[src/rtl/core/heq_fifo.sv]
// ============================================================================
// heq_fifo
// Small synchronous queue with full/empty flags; a push while full and a pop
// while empty are ignored.
// ============================================================================
module heq_fifo #(
    parameter int WIDTH = 8,
    parameter int DEPTH = 2
) (
    input  logic             clk,
    input  logic             rst_n,
    input  logic             push,
    input  logic [WIDTH-1:0] wr_data,
    output logic             full,
    input  logic             pop,
    output logic [WIDTH-1:0] rd_data,
    output logic             empty
);

    localparam int PTR_W = (DEPTH > 1) ? $clog2(DEPTH) : 1;
    localparam int CNT_W = $clog2(DEPTH + 1);

    logic [WIDTH-1:0] store_reg [DEPTH];
    logic [PTR_W-1:0] wr_ptr_reg, wr_ptr_next;
    logic [PTR_W-1:0] rd_ptr_reg, rd_ptr_next;
    logic [CNT_W-1:0] count_reg, count_next;
    logic             do_push;
    logic             do_pop;

    assign full    = (count_reg == CNT_W'(DEPTH));
    assign empty   = (count_reg == '0);
    assign do_push = push && !full;
    assign do_pop  = pop && !empty;
    assign rd_data = store_reg[rd_ptr_reg];

    // Advance pointers with wrap and track fill level
    always_comb
    begin
        wr_ptr_next = wr_ptr_reg;
        rd_ptr_next = rd_ptr_reg;
        if (do_push)
        begin
            wr_ptr_next = (wr_ptr_reg == PTR_W'(DEPTH - 1)) ? '0 : wr_ptr_reg + PTR_W'(1);
        end
        if (do_pop)
        begin
            rd_ptr_next = (rd_ptr_reg == PTR_W'(DEPTH - 1)) ? '0 : rd_ptr_reg + PTR_W'(1);
        end
        count_next = count_reg + CNT_W'(do_push) - CNT_W'(do_pop);
    end

    always_ff @(posedge clk or negedge rst_n)
    begin
        if (!rst_n)
        begin
            wr_ptr_reg <= '0;
            rd_ptr_reg <= '0;
            count_reg  <= '0;
        end
        else
        begin
            wr_ptr_reg <= wr_ptr_next;
            rd_ptr_reg <= rd_ptr_next;
            count_reg  <= count_next;
        end
    end

    // Store the incoming word
    always_ff @(posedge clk)
    begin
        if (do_push)
        begin
            store_reg[wr_ptr_reg] <= wr_data;
        end
    end

endmodule

[config.mk]
export PLATFORM = sky130hd
export DESIGN_NAME = heq_fifo
export DESIGN_NICKNAME = d
export VERILOG_FILES = /design/src/rtl/core/heq_fifo.sv
export SDC_FILE = /design/constraint.sdc
export NUM_CORES = 1
export LEC_CHECK = 0
export ABC_CLOCK_PERIOD_IN_PS = 1700
export BUFFER_PORTS_ARGS = -buffer_cell sky130_fd_sc_hd__buf_2
export CAP_MARGIN = 30
export CORE_MARGIN = 2
export CORE_UTILIZATION = 48
export CTS_CLUSTER_DIAMETER = 50
export CTS_CLUSTER_SIZE = 25
export DETAILED_ROUTE_END_ITERATION = 10
export GPL_TIMING_DRIVEN = 1
export PLACE_DENSITY = 0.72
export SLEW_MARGIN = 0
export SYNTH_ARGS = -nofsm -noshare
export SYNTH_HDL_FRONTEND = slang
export SYNTH_SLANG_ARGS = --single-unit
[constraint.sdc]
create_clock -name clk -period 1.7 [get_ports clk]
set_input_delay 0.255 -clock clk [delete_from_list [all_inputs] [get_ports clk]]
set_output_delay 0.255 -clock clk [all_outputs]
set_load 0.005 [all_outputs]
-- Word-level counts from Yosys, hierarchy flattened
Memories as Yosys holds them, arrays and structs flattened.
Cells that the tools add are included.
Widths: inputs -> output; s select.
- equality and inequality tests: 1
- muxes and demuxes: 4
- reductions and logical operators: 5
- add/sub/neg operators: 4
- operators by type and width (cell ; count):
    $mux 1 ; 4
    $add 1x1->1 const B ; 2
    $add 2x1->2 ; 1
    $eq 2x2->1 const B ; 1
    $logic_and 1x1->1 ; 2
    $logic_not 1->1 ; 2
    $logic_not 2->1 ; 1
    $sub 2x1->2 ; 1
- memories kept: 1
- flip-flop bits (word level): 4
- logic and storage cells: 18
- bits in writable memories: 16
- memory list (name ; words ; width ; rd ports ; clocked after Yosys merged registers in ; wr ports ; line ; text):
    store_reg ; 2 ; 8 ; 1 ; 0 ; 1 ; 23 ; logic [WIDTH-1:0] store_reg [DEPTH];

-- Longest topological paths before layout
- depth after elaboration: 5
- gate-level depth with buffers: 7

-- Least setup slack after synthesis
Ideal clock, no wire load.
- kind: reg-to-reg
- start point: register count_reg[1]
- end point: register count_reg[1]
- slack: 0.271 ns
- clock period less this slack: 1.429 ns
- arrival time: 1.306 ns
- setup time: 0.123 ns
- stages on the path, launching flop included: 8
- path buffers: 0
- cells stage by stage: dfrtp_1 nand2b_1 nand2_1 ha_1 inv_1 ha_1 xnor2_1 xnor2_1
- cells in the longest elaborated chain, start to end: 5
- elaborated cells on any way between the ends: 8
- ends and longest elaborated chain (what ; line ; text):
    start: declaration ; 26 ; logic [CNT_W-1:0] count_reg, count_next;
    start signal: assignment ; 64 ; count_reg <= count_next;
    $eq 2x2->1 ; 30 ; assign full = (count_reg == CNT_W'(DEPTH));
    $logic_not 1->1 ; 32 ; assign do_push = push && !full;
    $logic_and 1x1->1 ; 32 ;
    $add 2x1->2 ; 49 ; count_next = count_reg + CNT_W'(do_push) - CNT_W'(do_pop);
    $sub 2x1->2 (*) ; 49 ;
    named net count_next[1] ; 26 ;
The timed path passes the listed nets; every way through them passes the cells marked *.
A chain may end at the register's enable or synchronous reset.

-- Worst setup path in the final report
- start point: register rd_ptr_reg
- end point: output port rd_data[0]
- cells in the longest elaborated chain, start to end: 1
- ends and longest elaborated chain (what ; line ; text):
    start: declaration ; 25 ; logic [PTR_W-1:0] rd_ptr_reg, rd_ptr_next;
    start signal: assignment ; 63 ; rd_ptr_reg <= rd_ptr_next;
    $mem_v2 2x8 ; -- ;
    end: declaration ; 16 ; output logic [WIDTH-1:0] rd_data,
Every way passes these cells.

==> results.txt <==
- The run finished with clean final reports.
* Effective utilization at floorplan: 0.5148
- In the routed layout, each cell is associated on average with a via count of about 5.
- In this run the static leakage power is 0.3973 nW.
- Worst Tran Pin Value: between 0.3 and 0.4 ns
- The die covers ~2000 sq um.
- Final cell area excluding filler cells: between 900 and 1000 sq um
- 0 antenna diodes ended up in the layout.
- In the global route stage, met2 resource usage came out at 0.2265.
- Of all nets on the critical path, the largest fanout is 9.
* Tightest Hold Check Type: input pin to register
* CTS tree: built
- Final-report hold violation count: 0
* Finished Core Util: 0.6240
* Yosys Warn Count: 0
* Total power of the final layout: between 1 and 1.5 mW
- Library cells used by synthesis: 14
- The first detailed-routing pass ran for 3 iterations.
* Final Max Tran Viols: 0
- Total negative slack for setup checks: 0 ns
- Register clock-pin slew on the reported worst setup and hold paths: around 0.1 ns
* Number of nets in the finished design: 85
- The HPWL after detailed placement is about 820 microns.
- Power density normalized to cell area: between 1500 and 2000 nW/um^2
- Headroom to the max-slew limit: 0.7541
- Pin placement for this block handled 22 I/O pins.
* Nets in the synthesized netlist: 57
- From bottom edge to top edge, the die measures around 44 microns.
- The tree is rooted in a sky130_fd_sc_hd__clkbuf_4.
- Overall overflow remaining after global route: 0
- Postcts setup bufs: 0
* RSZ-0062 raised after global routing: false
* Number of max-cap violations: 0
- The clock net in this run drives a total of 20 sinks.
* Area inside the core boundary: roughly 1500 sq um
- The largest single stage delay on the critical path is ~0.50 ns.
* Routed wire per std cell: approximately 12 microns
- The clock passes through at most 2 buffers.
- Worst Path Class, Setup: register to output pin
- For this run, design rule violations remaining after detail routing come to 0.
- The floorplan step set the die width to 44.43 microns.
* Antenna violations before repair: 0
- Maximum number of pins on one net before global-route repair: 12
- Detailed routing inserted a total of between 400 and 500 vias.
* Fin crit period: between 1.5 and 2 ns
- Sorting the synthesized cells by area gives the leading types as sky130_fd_sc_hd__edfxtp_1 61%, sky130_fd_sc_hd__dfrtp_1 13%, sky130_fd_sc_hd__mux2_2 11%, sky130_fd_sc_hd__xnor2_1 3.3%, sky130_fd_sc_hd__ha_1 3.2%.
- In the finished design, the share of the clock period the worst path needs comes to 0.8971.
- Relative to the synthesized area, the layout overhead comes to 21.21%.
- Timing-limited maximum frequency: roughly 660 MHz
- Averaged over all synthesized cells, the footprint is 18.24 sq um.
- Crit path max-delay cell type: sky130_fd_sc_hd__dfrtp_2
- Number of flip-flops under the largest register name: 16
- # setup viols final: 0
- Data on the critical path is required at its endpoint by about 1.4 ns.
* Launching element type of the critical path: register
- In this run, the number of DRC markers left after iteration 0 of detailed routing was 10.
- Placer congestion estimate: around 0.69
* Final wirelength: approximately 1.1 mm
- Gr busiest metal: met2
* GR Layer Usage met3: 0.03673
- The largest total area in the synthesized netlist belongs to sky130_fd_sc_hd__edfxtp_1.
- VDD sags by at most around 0.89 mV.
* Total of flip-flops plus latches after synthesis: 20
- For the worst setup path, the data arrival time is around 1.3 ns.
- Element type at the critical path end: output pin
- Row generation in the floorplan step produced 14 rows.
* Via count of the first global-routing pass: between 400 and 500
- Post-synth top area share: 0.6124
- In this run the number of H-tree levels came out at 1.
- On the final layout, the worst clock skew is ~0.0020 ns.
- Met1 global-route usage: 0.1295
- Number of instances in the synthesized netlist: 43
* Clock buffers created by TritonCTS: 3
- Post-synth design cell area: 784.5 sq um
* Sequential area share after synthesis: 0.7400
- The count of buffers added on input and output ports is 21.
* Remaining number of nets flagged by the antenna check after routing: 0
* Fraction of layout cells with a size suffix above 1: 0.5286
- Area after DPL: between 900 and 1000 sq um
- Gr usage total: 0.1263
- Clock latency on the worst-skew pair, taken at its later pin, is approximately 0.28 ns.
- The signal on the critical path passes through mux2_2 -> buf_2.
* Wire length of the first global-routing pass: 1.697 mm
-- final cells by class --
| cell class | count | area [sq um] |
|---|---|---|
| inverter | 2 | 7.507 |
| sequential | 20 | 581.8 |
| timing repair buffer | 24 | 130.1 |
| fill | 126 | 573.1 |
| tap | 16 | 20.02 |
| multi-input combinational | 20 | 185.2 |
| clock buffer | 4 | 26.28 |
-- layer usage --
layer | part of all wire | vias to the layer above
li1 | - | 208
met1 | 0.39 | 215
met2 | 0.57 | 8
met3 | 0.034 | 0
met4 | 0 | 0
met5 | 0 | -
-- what timing repair did --
| action | in CTS | in global routing |
|---|---|---|
| setup endpoints to repair | 0 | 6 |
| resized for setup | 0 | 1 |
| hold endpoints to repair | 4 | 0 |
| hold buffers | 1 | 0 |
-- cell usage in the layout (no fill, tap or decap) --
cell type                       instances
sky130_fd_sc_hd__and3_1                 1
sky130_fd_sc_hd__buf_2                 21
sky130_fd_sc_hd__buf_4                  2
sky130_fd_sc_hd__clkbuf_1               1
sky130_fd_sc_hd__clkbuf_4               3
sky130_fd_sc_hd__dfrtp_1                3
sky130_fd_sc_hd__dfrtp_2                1
sky130_fd_sc_hd__dlygate4sd3_1          1
sky130_fd_sc_hd__edfxtp_1              16
sky130_fd_sc_hd__ha_1                   2
sky130_fd_sc_hd__inv_1                  2
sky130_fd_sc_hd__mux2_2                 8
sky130_fd_sc_hd__nand2_1                1
sky130_fd_sc_hd__nand2b_1               1
sky130_fd_sc_hd__nor2_1                 1
sky130_fd_sc_hd__nor2_2                 1
sky130_fd_sc_hd__nor2b_2                1
sky130_fd_sc_hd__xnor2_1                3
sky130_fd_sc_hd__xor2_1                 1
-- where the power goes --
part	switching (mW)	total [mW]	internal (mW)
logic	0.197	0.476	0.279
clock network	0.129	0.220	0.0910
registers	0.0900	0.778	0.688
total	0.415	1.47	1.06
-- synthesized netlist by cell type --
cell and count:
sky130_fd_sc_hd__xnor2_1 3, sky130_fd_sc_hd__edfxtp_1 16, sky130_fd_sc_hd__nor2_1 1, sky130_fd_sc_hd__ha_1 2
sky130_fd_sc_hd__nor2b_2 1, sky130_fd_sc_hd__nand2b_1 1, sky130_fd_sc_hd__inv_1 2, sky130_fd_sc_hd__xor2_1 1
sky130_fd_sc_hd__dfrtp_1 4, sky130_fd_sc_hd__nand2_1 1, sky130_fd_sc_hd__buf_6 1, sky130_fd_sc_hd__mux2_2 8
sky130_fd_sc_hd__and3_1 1, sky130_fd_sc_hd__nor2_2 1
-- logic make-up after synthesis --
| group | Yosys count | synth area share |
|---|---|---|
| buffers and inverters | 3 | 0.02393 |
| AND/OR/NAND/NOR | 6 | 0.04467 |
| XOR/XNOR | 4 | 0.04467 |
| flip-flops | 20 | 0.7400 |
| adder cells (fa/ha/maj) | 2 | 0.03189 |
| multiplexers | 8 | 0.1148 |
-- final timing paths --
check	start	end	slack, ns	cells past startpoint
max	rd_ptr_reg	rd_data[0]	0.17	2
min	wr_data[0]	store_reg[1][0]	0.15	1
min reg2reg	wr_ptr_reg	wr_ptr_reg	0.49	1
min in group asynchronous	rst_n	count_reg[0]	0.30	2
max reg2reg	count_reg[1]	count_reg[1]	0.20	7
max in group asynchronous	rst_n	rd_ptr_reg	1.27	2
-- worst max-delay path, delay by kind of cell (launching register included) --
kind / cells / cell delay (ns)
flip-flops: 1 / 0.50
buffers and inverters: 1 / 0.13
multiplexers: 1 / 0.36
-- stage by stage --
step	hold WS [ns]	cells	worst slack (ns)
3_5_place_dp	0.06648	81	0.2088
2_1_floorplan	-0.04059	43	0.2709
3_3_place_gp	0.06664	81	0.2208
6_report	0.1486	86	0.1750
4_1_cts	0.1402	86	0.02791
5_1_grt	0.1228	86	0.05917
Power figures use the tool's default switching activity.
