$ cat src/rtl/core/heq_pkg.sv
// ============================================================================
// heq_pkg
// Shared types and constants for the histogram equalizer: command and result
// words, back-end state encoding and default sizes.
// ============================================================================
package heq_pkg;

    // Default sizes handed to the top level parameters
    localparam int COUNT_BITS_DEF = 22;
    localparam int LEVELS_DEF     = 256;

    // Pixel format: 8-bit grayscale, full-scale value 255
    localparam int                    PIX_BITS = 8;
    localparam logic [PIX_BITS-1:0]   PIX_MAX  = '1;

    // Depth of the command and result queues
    localparam int QUEUE_DEPTH = 2;

    // Command classes decoded by the front end
    typedef enum logic {
        CMD_COUNT = 1'b0,
        CMD_MAP   = 1'b1
    } cmd_kind_t;

    // Command word from front end to back end
    typedef struct packed {
        cmd_kind_t           kind;
        logic [PIX_BITS-1:0] pixel;
        logic                last;
        logic                build;   // last pixel of a count pass
        logic                clear;   // last pixel of a map pass
    } cmd_t;

    // Result word
    typedef struct packed {
        logic [PIX_BITS-1:0] mapped;
        logic                last;
    } res_t;

    // Back-end sequencer states
    typedef enum logic [2:0] {
        ST_IDLE,
        ST_CNT_WR,
        ST_MAP_PUSH,
        ST_BLD_RD,
        ST_BLD_ACC,
        ST_BLD_DIV,
        ST_BLD_WAIT,
        ST_BLD_WR
    } back_state_t;

endpackage

$ cat src/rtl/core/heq_fifo.sv
// ============================================================================
// heq_fifo
// Small synchronous queue with full/empty flags; a push while full and a pop
// while empty are ignored.
// ============================================================================
module heq_fifo #(
    parameter int WIDTH = 8,
    parameter int DEPTH = 2
) (
    input  logic             clk,
    input  logic             rst_n,
    input  logic             push,
    input  logic [WIDTH-1:0] wr_data,
    output logic             full,
    input  logic             pop,
    output logic [WIDTH-1:0] rd_data,
    output logic             empty
);

    localparam int PTR_W = (DEPTH > 1) ? $clog2(DEPTH) : 1;
    localparam int CNT_W = $clog2(DEPTH + 1);

    logic [WIDTH-1:0] store_reg [DEPTH];
    logic [PTR_W-1:0] wr_ptr_reg, wr_ptr_next;
    logic [PTR_W-1:0] rd_ptr_reg, rd_ptr_next;
    logic [CNT_W-1:0] count_reg, count_next;
    logic             do_push;
    logic             do_pop;

    assign full    = (count_reg == CNT_W'(DEPTH));
    assign empty   = (count_reg == '0);
    assign do_push = push && !full;
    assign do_pop  = pop && !empty;
    assign rd_data = store_reg[rd_ptr_reg];

    // Advance pointers with wrap and track fill level
    always_comb
    begin
        wr_ptr_next = wr_ptr_reg;
        rd_ptr_next = rd_ptr_reg;
        if (do_push)
        begin
            wr_ptr_next = (wr_ptr_reg == PTR_W'(DEPTH - 1)) ? '0 : wr_ptr_reg + PTR_W'(1);
        end
        if (do_pop)
        begin
            rd_ptr_next = (rd_ptr_reg == PTR_W'(DEPTH - 1)) ? '0 : rd_ptr_reg + PTR_W'(1);
        end
        count_next = count_reg + CNT_W'(do_push) - CNT_W'(do_pop);
    end

    always_ff @(posedge clk or negedge rst_n)
    begin
        if (!rst_n)
        begin
            wr_ptr_reg <= '0;
            rd_ptr_reg <= '0;
            count_reg  <= '0;
        end
        else
        begin
            wr_ptr_reg <= wr_ptr_next;
            rd_ptr_reg <= rd_ptr_next;
            count_reg  <= count_next;
        end
    end

    // Store the incoming word
    always_ff @(posedge clk)
    begin
        if (do_push)
        begin
            store_reg[wr_ptr_reg] <= wr_data;
        end
    end

endmodule

$ cat src/rtl/core/heq_front.sv
// ============================================================================
// heq_front
// Input side: accepts pixel words, classifies them into count or map
// commands and queues them for the back end.
// ============================================================================
module heq_front (
    input  logic                         clk,
    input  logic                         rst_n,
    input  logic                         push,
    output logic                         full,
    input  logic                         operation,
    input  logic [heq_pkg::PIX_BITS-1:0] pixel,
    input  logic                         last,
    output logic                         cmd_valid,
    input  logic                         cmd_pop,
    output heq_pkg::cmd_t                cmd
);

    import heq_pkg::*;

    cmd_t                cmd_in;
    logic [$bits(cmd_t)-1:0] cmd_bits;
    logic                cmd_empty;

    // Decode the incoming word into a command
    always_comb
    begin
        cmd_in.kind  = operation ? CMD_MAP : CMD_COUNT;
        cmd_in.pixel = pixel;
        cmd_in.last  = last;
        cmd_in.build = !operation && last;
        cmd_in.clear = operation && last;
    end

    heq_fifo #(
        .WIDTH ($bits(cmd_t)),
        .DEPTH (QUEUE_DEPTH)
    ) u_cmd_queue (
        .clk     (clk),
        .rst_n   (rst_n),
        .push    (push),
        .wr_data (cmd_in),
        .full    (full),
        .pop     (cmd_pop),
        .rd_data (cmd_bits),
        .empty   (cmd_empty)
    );

    assign cmd       = cmd_t'(cmd_bits);
    assign cmd_valid = !cmd_empty;

endmodule

$ cat config.mk
export PLATFORM = sky130hd
export DESIGN_NAME = heq_front
export DESIGN_NICKNAME = d
export VERILOG_FILES = /design/src/rtl/core/heq_pkg.sv /design/src/rtl/core/heq_fifo.sv /design/src/rtl/core/heq_front.sv
export SDC_FILE = /design/constraint.sdc
export NUM_CORES = 1
export LEC_CHECK = 0
export ABC_AREA = 1
export BUFFER_PORTS_ARGS = -buffer_cell sky130_fd_sc_hd__buf_2
export CELL_PAD_IN_SITES_DETAIL_PLACEMENT = 1
export CELL_PAD_IN_SITES_GLOBAL_PLACEMENT = 2
export CORE_MARGIN = 10
export CORE_UTILIZATION = 34
export DETAILED_ROUTE_END_ITERATION = 8
export PLACE_DENSITY_LB_ADDON = 0.1
export REMOVE_ABC_BUFFERS = 1
export SYNTH_ARGS = -nofsm -noshare
export SYNTH_HDL_FRONTEND = slang
export SYNTH_SLANG_ARGS = --single-unit
$ cat constraint.sdc
create_clock -name clk -period 4.2 [get_ports clk]
set_clock_uncertainty 0.15 [all_clocks]
set_input_delay 0.63 -clock clk [delete_from_list [all_inputs] [get_ports clk]]
set_output_delay 0.63 -clock clk [all_outputs]
set_load 0.02 [all_outputs]
==> After elaboration in Yosys (flattened, before gate mapping) <==
Memories as Yosys holds them, arrays and structs flattened.
Index checks and enable logic that the tools add are counted.
{ "word_totals": {"reg_bits": 4, "ram_bits": 24, "in_bits": 14, "output_inout_bits": 14, "elab_cells": 22, "n_memories": 1} }
{ "mem_list": {"columns": ["memory", "words", "width", "read_ports", "rd_ports_with_merged_regs", "write_ports", "line", "source"], "rows": [
  ["u_cmd_queue.store_reg", 2, 12, 1, 0, 1, "heq_fifo.sv:23", "logic [WIDTH-1:0] store_reg [DEPTH];"]
]} }
{ "classes": {"add_sub_neg": 4, "eq_ne": 1, "muxes": 5, "n_reduce_logical": 8} }
{ "ops": {"columns": ["cell", "n"], "rows": [
  ["$mux W1", 5],
  ["$logic_and A1 B1 Y1", 4],
  ["$logic_not A1 Y1", 3],
  ["$add A1 B1 Y1 const B", 2],
  ["$add A2 B1 Y2", 1],
  ["$eq A2 B2 Y1 const B", 1],
  ["$logic_not A2 Y1", 1],
  ["$sub A2 B1 Y2", 1]
]} }

==> Longest topological paths before layout <==
Gate-level depths: netlist of run 1.
{ "logic_depth": {"word_depth": 5, "mapped_depth": 10, "depth_no_buf": 10} }

==> Cells and area by module <==
From an unflattened synthesis of run 1, not the netlist that was laid out.
{ "hier_totals": {"hier_cells": 101, "area_unflattened_um2": 1129.8} }
{ "modules_own_cells": {"columns": ["mod", "instances", "cells_each", "area_per_inst_um2", "seq_area_each_um2"], "rows": [
  ["heq_fifo", 1, 96, 1108.6, 820.8],
  ["heq_front", 1, 5, 21.3, 0.0]
]} }

==> Worst setup path after synthesis of run 1 <==
No wires, ideal clock.
{ "synth_timing": {"path_type": "input-to-reg", "start": "input push", "end": "memory u_cmd_queue.store_reg[1][0] (netlist bit), enable pin", "setup_time_ps": 380, "arrival_ps": 1237, "required_ps": 3670, "slack_ps": 2433, "cell_stages": 2, "n_path_buf": 0, "path_cell_list": "nand2_1 nor2_1"} }
{ "synth_between": {"elab_chain_len": 3} }
{ "synth_lines": {"columns": ["element", "line", "source"], "rows": [
  ["start, declared", "heq_front.sv:9", "input logic push,"],
  ["$logic_and A1 B1 Y1", "heq_fifo.sv:32", "assign do_push = push && !full;"],
  ["$mux W1", "heq_fifo.sv:71", "if (do_push)"],
  ["$mux W1 (implied by the code)", "heq_fifo.sv:73", "store_reg[wr_ptr_reg] <= wr_data;"],
  ["end, declared", "heq_fifo.sv:23", null]
]} }
Every way passes these cells.

==> out/results.ini, run 1 <==
[run_status]
status=finished, final reports clean

[final_layout]
antenna_cells=0
drive_gt1_share_pct=23.85
utilization_pct=42.90
layout_commonest_cell=nand2_1
largest_reg_flops=24
area_growth_pct=18.49
layout_common_cells=50 x nand2_1, 27 x buf_2, 24 x edfxtp_1
final_nets=147
n_fill_cell=381

[routing]
totalWireLength_microns=2183
vias_per_cell=4.218
num_vias=734
drtPass1Iterations=4
wl_per_cell_microns=12.55
drt-initial-drc-count=25
drt_drc_violations_left=0
detail-route-antenna-nets=0

[placed_design]
port_buffers=27
place_congestion=0.7071
dp_hpwl_microns=1677

[setup_path]
crit_arrival_ns=1.49
path_common_cell=nand2_1
crit_path_top_delay_cell=dfrtp_1
worst-setup-path-type=flop to output port
crit_chain=inv_2, nand2_1, nand2_1, buf_2
cp_num_buf_inv=2
critPathMaxStageDelay_ns=0.64
crit_family=flip-flops
critPathMaxFanout=14
crit_path_end_kind=output port
cp.depth=4
crit_required_ns=3.42
ff2ff_path_depth=3
start_kind=flop

[pwr]
power_density_nw_per_um2=670.7
ir_worst_vdd_v=0.0002561
p_leak_nw=0.6432
p_total_uw=892.9

[timing]
rsz0062_at_grt=no
period_needed_ns=2.274
hold_viol=0
drv_slew=0
max_freq_mhz=439.8
fin_crit_sh_pct=54.14
setup_viol=0
worst_pin_slew_ns=0.9613
relSlewSlack_pct=35.68
finalSetupTns_ns=0

[yosys]
postSynthCellCount=100
synth_warnings=0
synth_cell_type_count=10
avgSynthCellArea_sq_um=11.24
synth_seq_cells=28
seq_area_frac_synth_pct=73.05
synthesis.area_sq_um=1124

[global_route]
gr-total-overflow=0
grt_max_degree=16
grt_usage_pct=7.614
grt_pass1_wl_microns=3705
grt_pass1_vias=796
antenna_found_initial=0

[hold_path]
min_path_type=input port to flop
min_path_cells=1

[floorplan]
die_area_sq_um=6004
start_util_pct=36.21
fp.dieW_microns=77.49
io_pins=28
rows=20
die_y_microns=77.49
coreArea_sq_um=3103

[cts]
clockRootBuffer=clkbuf_4
ctsLongestPathBuffers=2
h-tree-depth=1
worstSkewPairLatency_ns=0.32
cts_tree=done
post_cts_buffers=0
numCtsBuffers=3
numClockSinks=28
clk_pin_slew_ns=0.15

[job]
maxCapViolCount=0

[synthesized netlist by cell type]
master	n	area, sq um
ha_1	2	25.02
buf_6	1	11.26
nand3_1	3	15.01
inv_1	12	45.04
inv_2	1	3.750
edfxtp_1	24	720.7
buf_4	1	7.510
nor2_1	2	7.510
dfrtp_1	4	100.1
nand2_1	50	187.7
[worst reg2reg max path: stages (launching register included)]
cell     delay [ns]
dfrtp_1        0.42
nand2_1        0.11
nand2_1        0.09
nor2_1         0.74
[through the flow]
step | cell area, sq um | setup slack (ns) | hold WS (ns) | cells
5_1_grt | 1331 | 1.735 | 0.3167 | 174
3_3_place_gp | 1295 | 2.133 | 0.2925 | 169
2_1_floorplan | 1105 | 2.433 | 0.1844 | 98
4_1_cts | 1331 | 1.864 | 0.3314 | 174
3_5_place_dp | 1295 | 2.105 | 0.2940 | 169
6_report | 1331 | 1.926 | 0.3399 | 174
[metal layers]
layer | up-vias | global-route usage, % | share of wire [%] | wire length, microns
li1 | 380 | - | - | -
met1 | 333 | 8.430 | 44 | 951
met2 | 19 | 12.71 | 48 | 1040
met3 | 2 | 2.995 | 7.4 | 161
met4 | 0 | 3.285 | 1.3 | 29
met5 | - | 0 | 0 | 0
[worst paths after layout]
| kind | startpoint | end | slack (ns) |
|---|---|---|---|
| worst min register to register | u_cmd_queue.wr_ptr_reg | u_cmd_queue.wr_ptr_reg | 0.36 |
| max in group asynchronous | rst_n | u_cmd_queue.rd_ptr_reg | 3.30 |
| worst max register to register | u_cmd_queue.count_reg[1] | u_cmd_queue.store_reg[1][9] | 2.33 |
| worst max-delay path | u_cmd_queue.rd_ptr_reg | cmd[1] | 1.93 |
| worst min-delay path | pixel[2] | u_cmd_queue.store_reg[0][5] | 0.34 |
| min in group asynchronous | rst_n | u_cmd_queue.wr_ptr_reg | 0.47 |
[what timing repair did]
item                                    CTS  global route
resized for setup                         0             0
endpoints found under the hold margin     4             0
hold buffers                              1             0
endpoints found under the setup margin    0             0
[cell type report]
cell class	instances	area [sq um]	share of cell area, %
Sequential cell	28	820.8	61.65
Multi-Input combinational cell	57	235.2	17.67
Timing Repair Buffer	28	145.1	10.90
Tap cell	44	55.05	4.135
Inverter	13	48.80	3.665
Clock buffer	4	26.28	1.974
[kinds of logic after synthesis]
group	after synthesis	synth area share, %
buf+inv	15	6.013
simple gates	55	18.71
fa+ha+maj	2	2.227
flops	28	73.05
[report_power, final]
group / switching, mW / internal, mW / total (mW)
Clock: 0.0754 / 0.0371 / 0.112
Combinational: 0.250 / 0.108 / 0.358
Sequential: 0.0375 / 0.385 / 0.422
Power figures use the tool's default switching activity.
==> inputs of run 2 (changes only) <==
--- a/config.mk
+++ b/config.mk
@@ -10,7 +10,7 @@
 export CELL_PAD_IN_SITES_DETAIL_PLACEMENT = 1
 export CELL_PAD_IN_SITES_GLOBAL_PLACEMENT = 2
 export CORE_MARGIN = 10
-export CORE_UTILIZATION = 34
+export CORE_UTILIZATION = 32
 export DETAILED_ROUTE_END_ITERATION = 8
 export PLACE_DENSITY_LB_ADDON = 0.1
 export REMOVE_ABC_BUFFERS = 1
==> constraint.sdc (replaced) <==
create_clock -name clk -period 2.4 [get_ports clk]
set_clock_uncertainty 0.15 [all_clocks]
set_input_delay 0.36 -clock clk [delete_from_list [all_inputs] [get_ports clk]]
set_output_delay 0.36 -clock clk [all_outputs]
set_load 0.02 [all_outputs]
==> run 2 against run 1 <==
  * Design area up 0.75%
  * Die area rose by 4.6%
  * Wire length rose by 2.0%
  * Sequential power increased by 75%
  * Clock power up 67%
  * First-iteration DRC count shrank 44%
  * Largest cell class unchanged
  * Largest power group unchanged
==> out/results.ini, run 2 (synthesized netlist as in run 1, its figures left out) <==
[setup_path]
r2r_slack_ns=0.80  ; was 2.33 ns
crit_arrival_ns=1.53  ; was 1.49 ns
critPathMaxFanout=14  ; unchanged
start_kind=flop  ; unchanged
path_common_cell=nand2_1  ; unchanged
worst-setup-path-type=flop to output port  ; unchanged
crit_family=flip-flops  ; unchanged
crit_required_ns=1.89  ; was 3.42 ns
crit_path_end_kind=output port  ; unchanged
crit_chain=inv_2, nand2_1, nand2_1, buf_2  ; unchanged
crit_path_top_delay_cell=dfrtp_1  ; unchanged
critPathMaxStageDelay_ns=0.66  ; was 0.64 ns
cp_num_buf_inv=2  ; unchanged

[final_layout]
largest_reg_flops=24  ; unchanged
seqCellArea_sq_um=820.8  ; unchanged
layout_common_cells=50 x nand2_1, 27 x buf_2, 24 x edfxtp_1  ; unchanged
design_area_sq_um=1341  ; was 1331 sq um
utilization_pct=39.88  ; was 42.90%
antenna_cells=0  ; unchanged
drive_gt1_share_pct=24.43  ; was 23.85%
final_nets=148  ; was 147
n_fill_cell=412  ; was 381
multiInputGateArea_sq_um=235.2  ; unchanged
layout_commonest_cell=nand2_1  ; unchanged
area_growth_pct=19.38  ; was 18.49%

[placed_design]
dp_hpwl_microns=1711  ; was 1677 microns
post_dp_cell_area_sq_um=1305  ; was 1295 sq um
port_buffers=27  ; unchanged
place_congestion=0.6454  ; was 0.7071
post-place-ws_ns=0.7076  ; was 2.105 ns

[pwr]
netSwitchingPower_uw=640.3  ; was 363.3 uW
p_clk_share_pct=11.9  ; was 12.6%
ir_worst_vdd_v=0.0004153  ; was 0.0002561 V
switching_share_pct=40.78  ; was 40.69%
p_leak_nw=0.6488  ; was 0.6432 nW
power_density_nw_per_um2=1171  ; was 670.7 nW/um^2
p_comb_share_pct=41.0  ; was 40.1%
pwr-share-seq_pct=47.1  ; was 47.3%
p_int_uw=930.1  ; was 529.6 uW

[cts]
ctsLongestPathBuffers=2  ; unchanged
h-tree-depth=1  ; unchanged
clockRootBuffer=clkbuf_4  ; unchanged
postCtsResizedCells=0  ; unchanged
cts_tree=done  ; unchanged
clk_pin_slew_ns=0.14  ; was 0.15 ns
post_cts_buffers=0  ; unchanged
numClockSinks=28  ; unchanged
worstSkewPairLatency_ns=0.31  ; was 0.32 ns
numCtsBuffers=3  ; unchanged

[timing]
fin_crit_sh_pct=85.08
max_freq_mhz=489.8
rsz0062_at_grt=no  ; unchanged
worst_pin_slew_ns=0.5098  ; was 0.9613 ns
period_needed_ns=2.042
hold_viol=0  ; unchanged
worst_slack_ns=0.3582  ; was 1.926 ns
finalSetupTns_ns=0  ; unchanged
setup_viol=0  ; unchanged
relSlewSlack_pct=65.98  ; was 35.68%
drv_slew=0  ; unchanged

[job]
maxCapViolCount=0  ; unchanged

[global_route]
grt_usage_pct=7.343  ; was 7.614%
grt_max_degree=16  ; unchanged
gr-total-overflow=0  ; unchanged
grt_pass1_wl_microns=3663  ; was 3705 microns
antenna_found_initial=0  ; unchanged
grt_pass1_vias=788  ; was 796

[routing]
detail-route-antenna-nets=0  ; unchanged
num_vias=724  ; was 734
wl_per_cell_microns=12.58  ; was 12.55 microns
drt-initial-drc-count=14  ; was 25
drtPass1Iterations=4  ; unchanged
totalWireLength_microns=2226  ; was 2183 microns
vias_per_cell=4.090  ; was 4.218
drt_drc_violations_left=0  ; unchanged

[floorplan]
fp.dieW_microns=79.26  ; was 77.49 microns
die_area_sq_um=6281  ; was 6004 sq um
coreArea_sq_um=3363  ; was 3103 sq um
rows=21  ; was 20
start_util_pct=33.41  ; was 36.21%
io_pins=28  ; unchanged
die_y_microns=79.26  ; was 77.49 microns

[hold_path]
min_path_type=input port to flop  ; unchanged

[run_status]
status=finished, final reports clean  ; unchanged

[run 2: cell types whose count changed in the layout (fill, tap and decap cells not counted)]
cell,delta
buf_4,+1
clkbuf_1,-1
clkinv_1,+1
[run 2: final cells by class]
type,count,share of cell area (%)
clock buffers,3,1.679
clock inverters,1,0.2798
inverters,13,3.638
multi-input cells,57,17.54
flip-flops and latches,28,61.19
well taps,46,4.291
repair buffers,29,11.38
[run 2: power groups by stage]
stage	sequential, mW	clock (mW)	combinational [mW]
2_1_floorplan	0.731	0	0.433
3_3_place_gp	0.751	0	0.647
3_5_place_dp	0.755	0	0.668
4_1_cts	0.745	0.199	0.673
5_1_grt	0.755	0.219	0.737
6_report	0.740	0.187	0.644
[run 2: path summary, 6_finish.rpt]
kind,startpoint,endpoint,cells past startpoint
min in group asynchronous,rst_n,u_cmd_queue.wr_ptr_reg,2
min reg2reg,u_cmd_queue.wr_ptr_reg,u_cmd_queue.wr_ptr_reg,2
max in group asynchronous,rst_n,u_cmd_queue.rd_ptr_reg,2
min,pixel[3],u_cmd_queue.store_reg[1][6],1
max reg2reg,u_cmd_queue.count_reg[1],u_cmd_queue.count_reg[1],10
max,u_cmd_queue.rd_ptr_reg,cmd[11],4
[run 2: metrics by stage]
step	cells	power, mW	hold WS (ns)
6_report	177	1.570	0.07295
3_3_place_gp	172	1.398	0.02999
4_1_cts	177	1.616	0.05509
5_1_grt	177	1.711	0.03959
2_1_floorplan	98	1.164	-0.08559
3_5_place_dp	172	1.423	0.03072
[run 2: repair_timing]
item                                    CTS  global route
endpoints found under the setup margin    0             0
hold endpoints to repair                  4             0
hold buffers                              1             0
[run 2: layer usage]
layer  global-route usage (%)  vias to the layer above  wire, microns
met5                        0                        -              0
met4                    3.226                        0             11
met3                    2.140                        2            102
met2                    12.23                       13           1053
met1                    8.545                      332           1059
li1                         -                      377              -
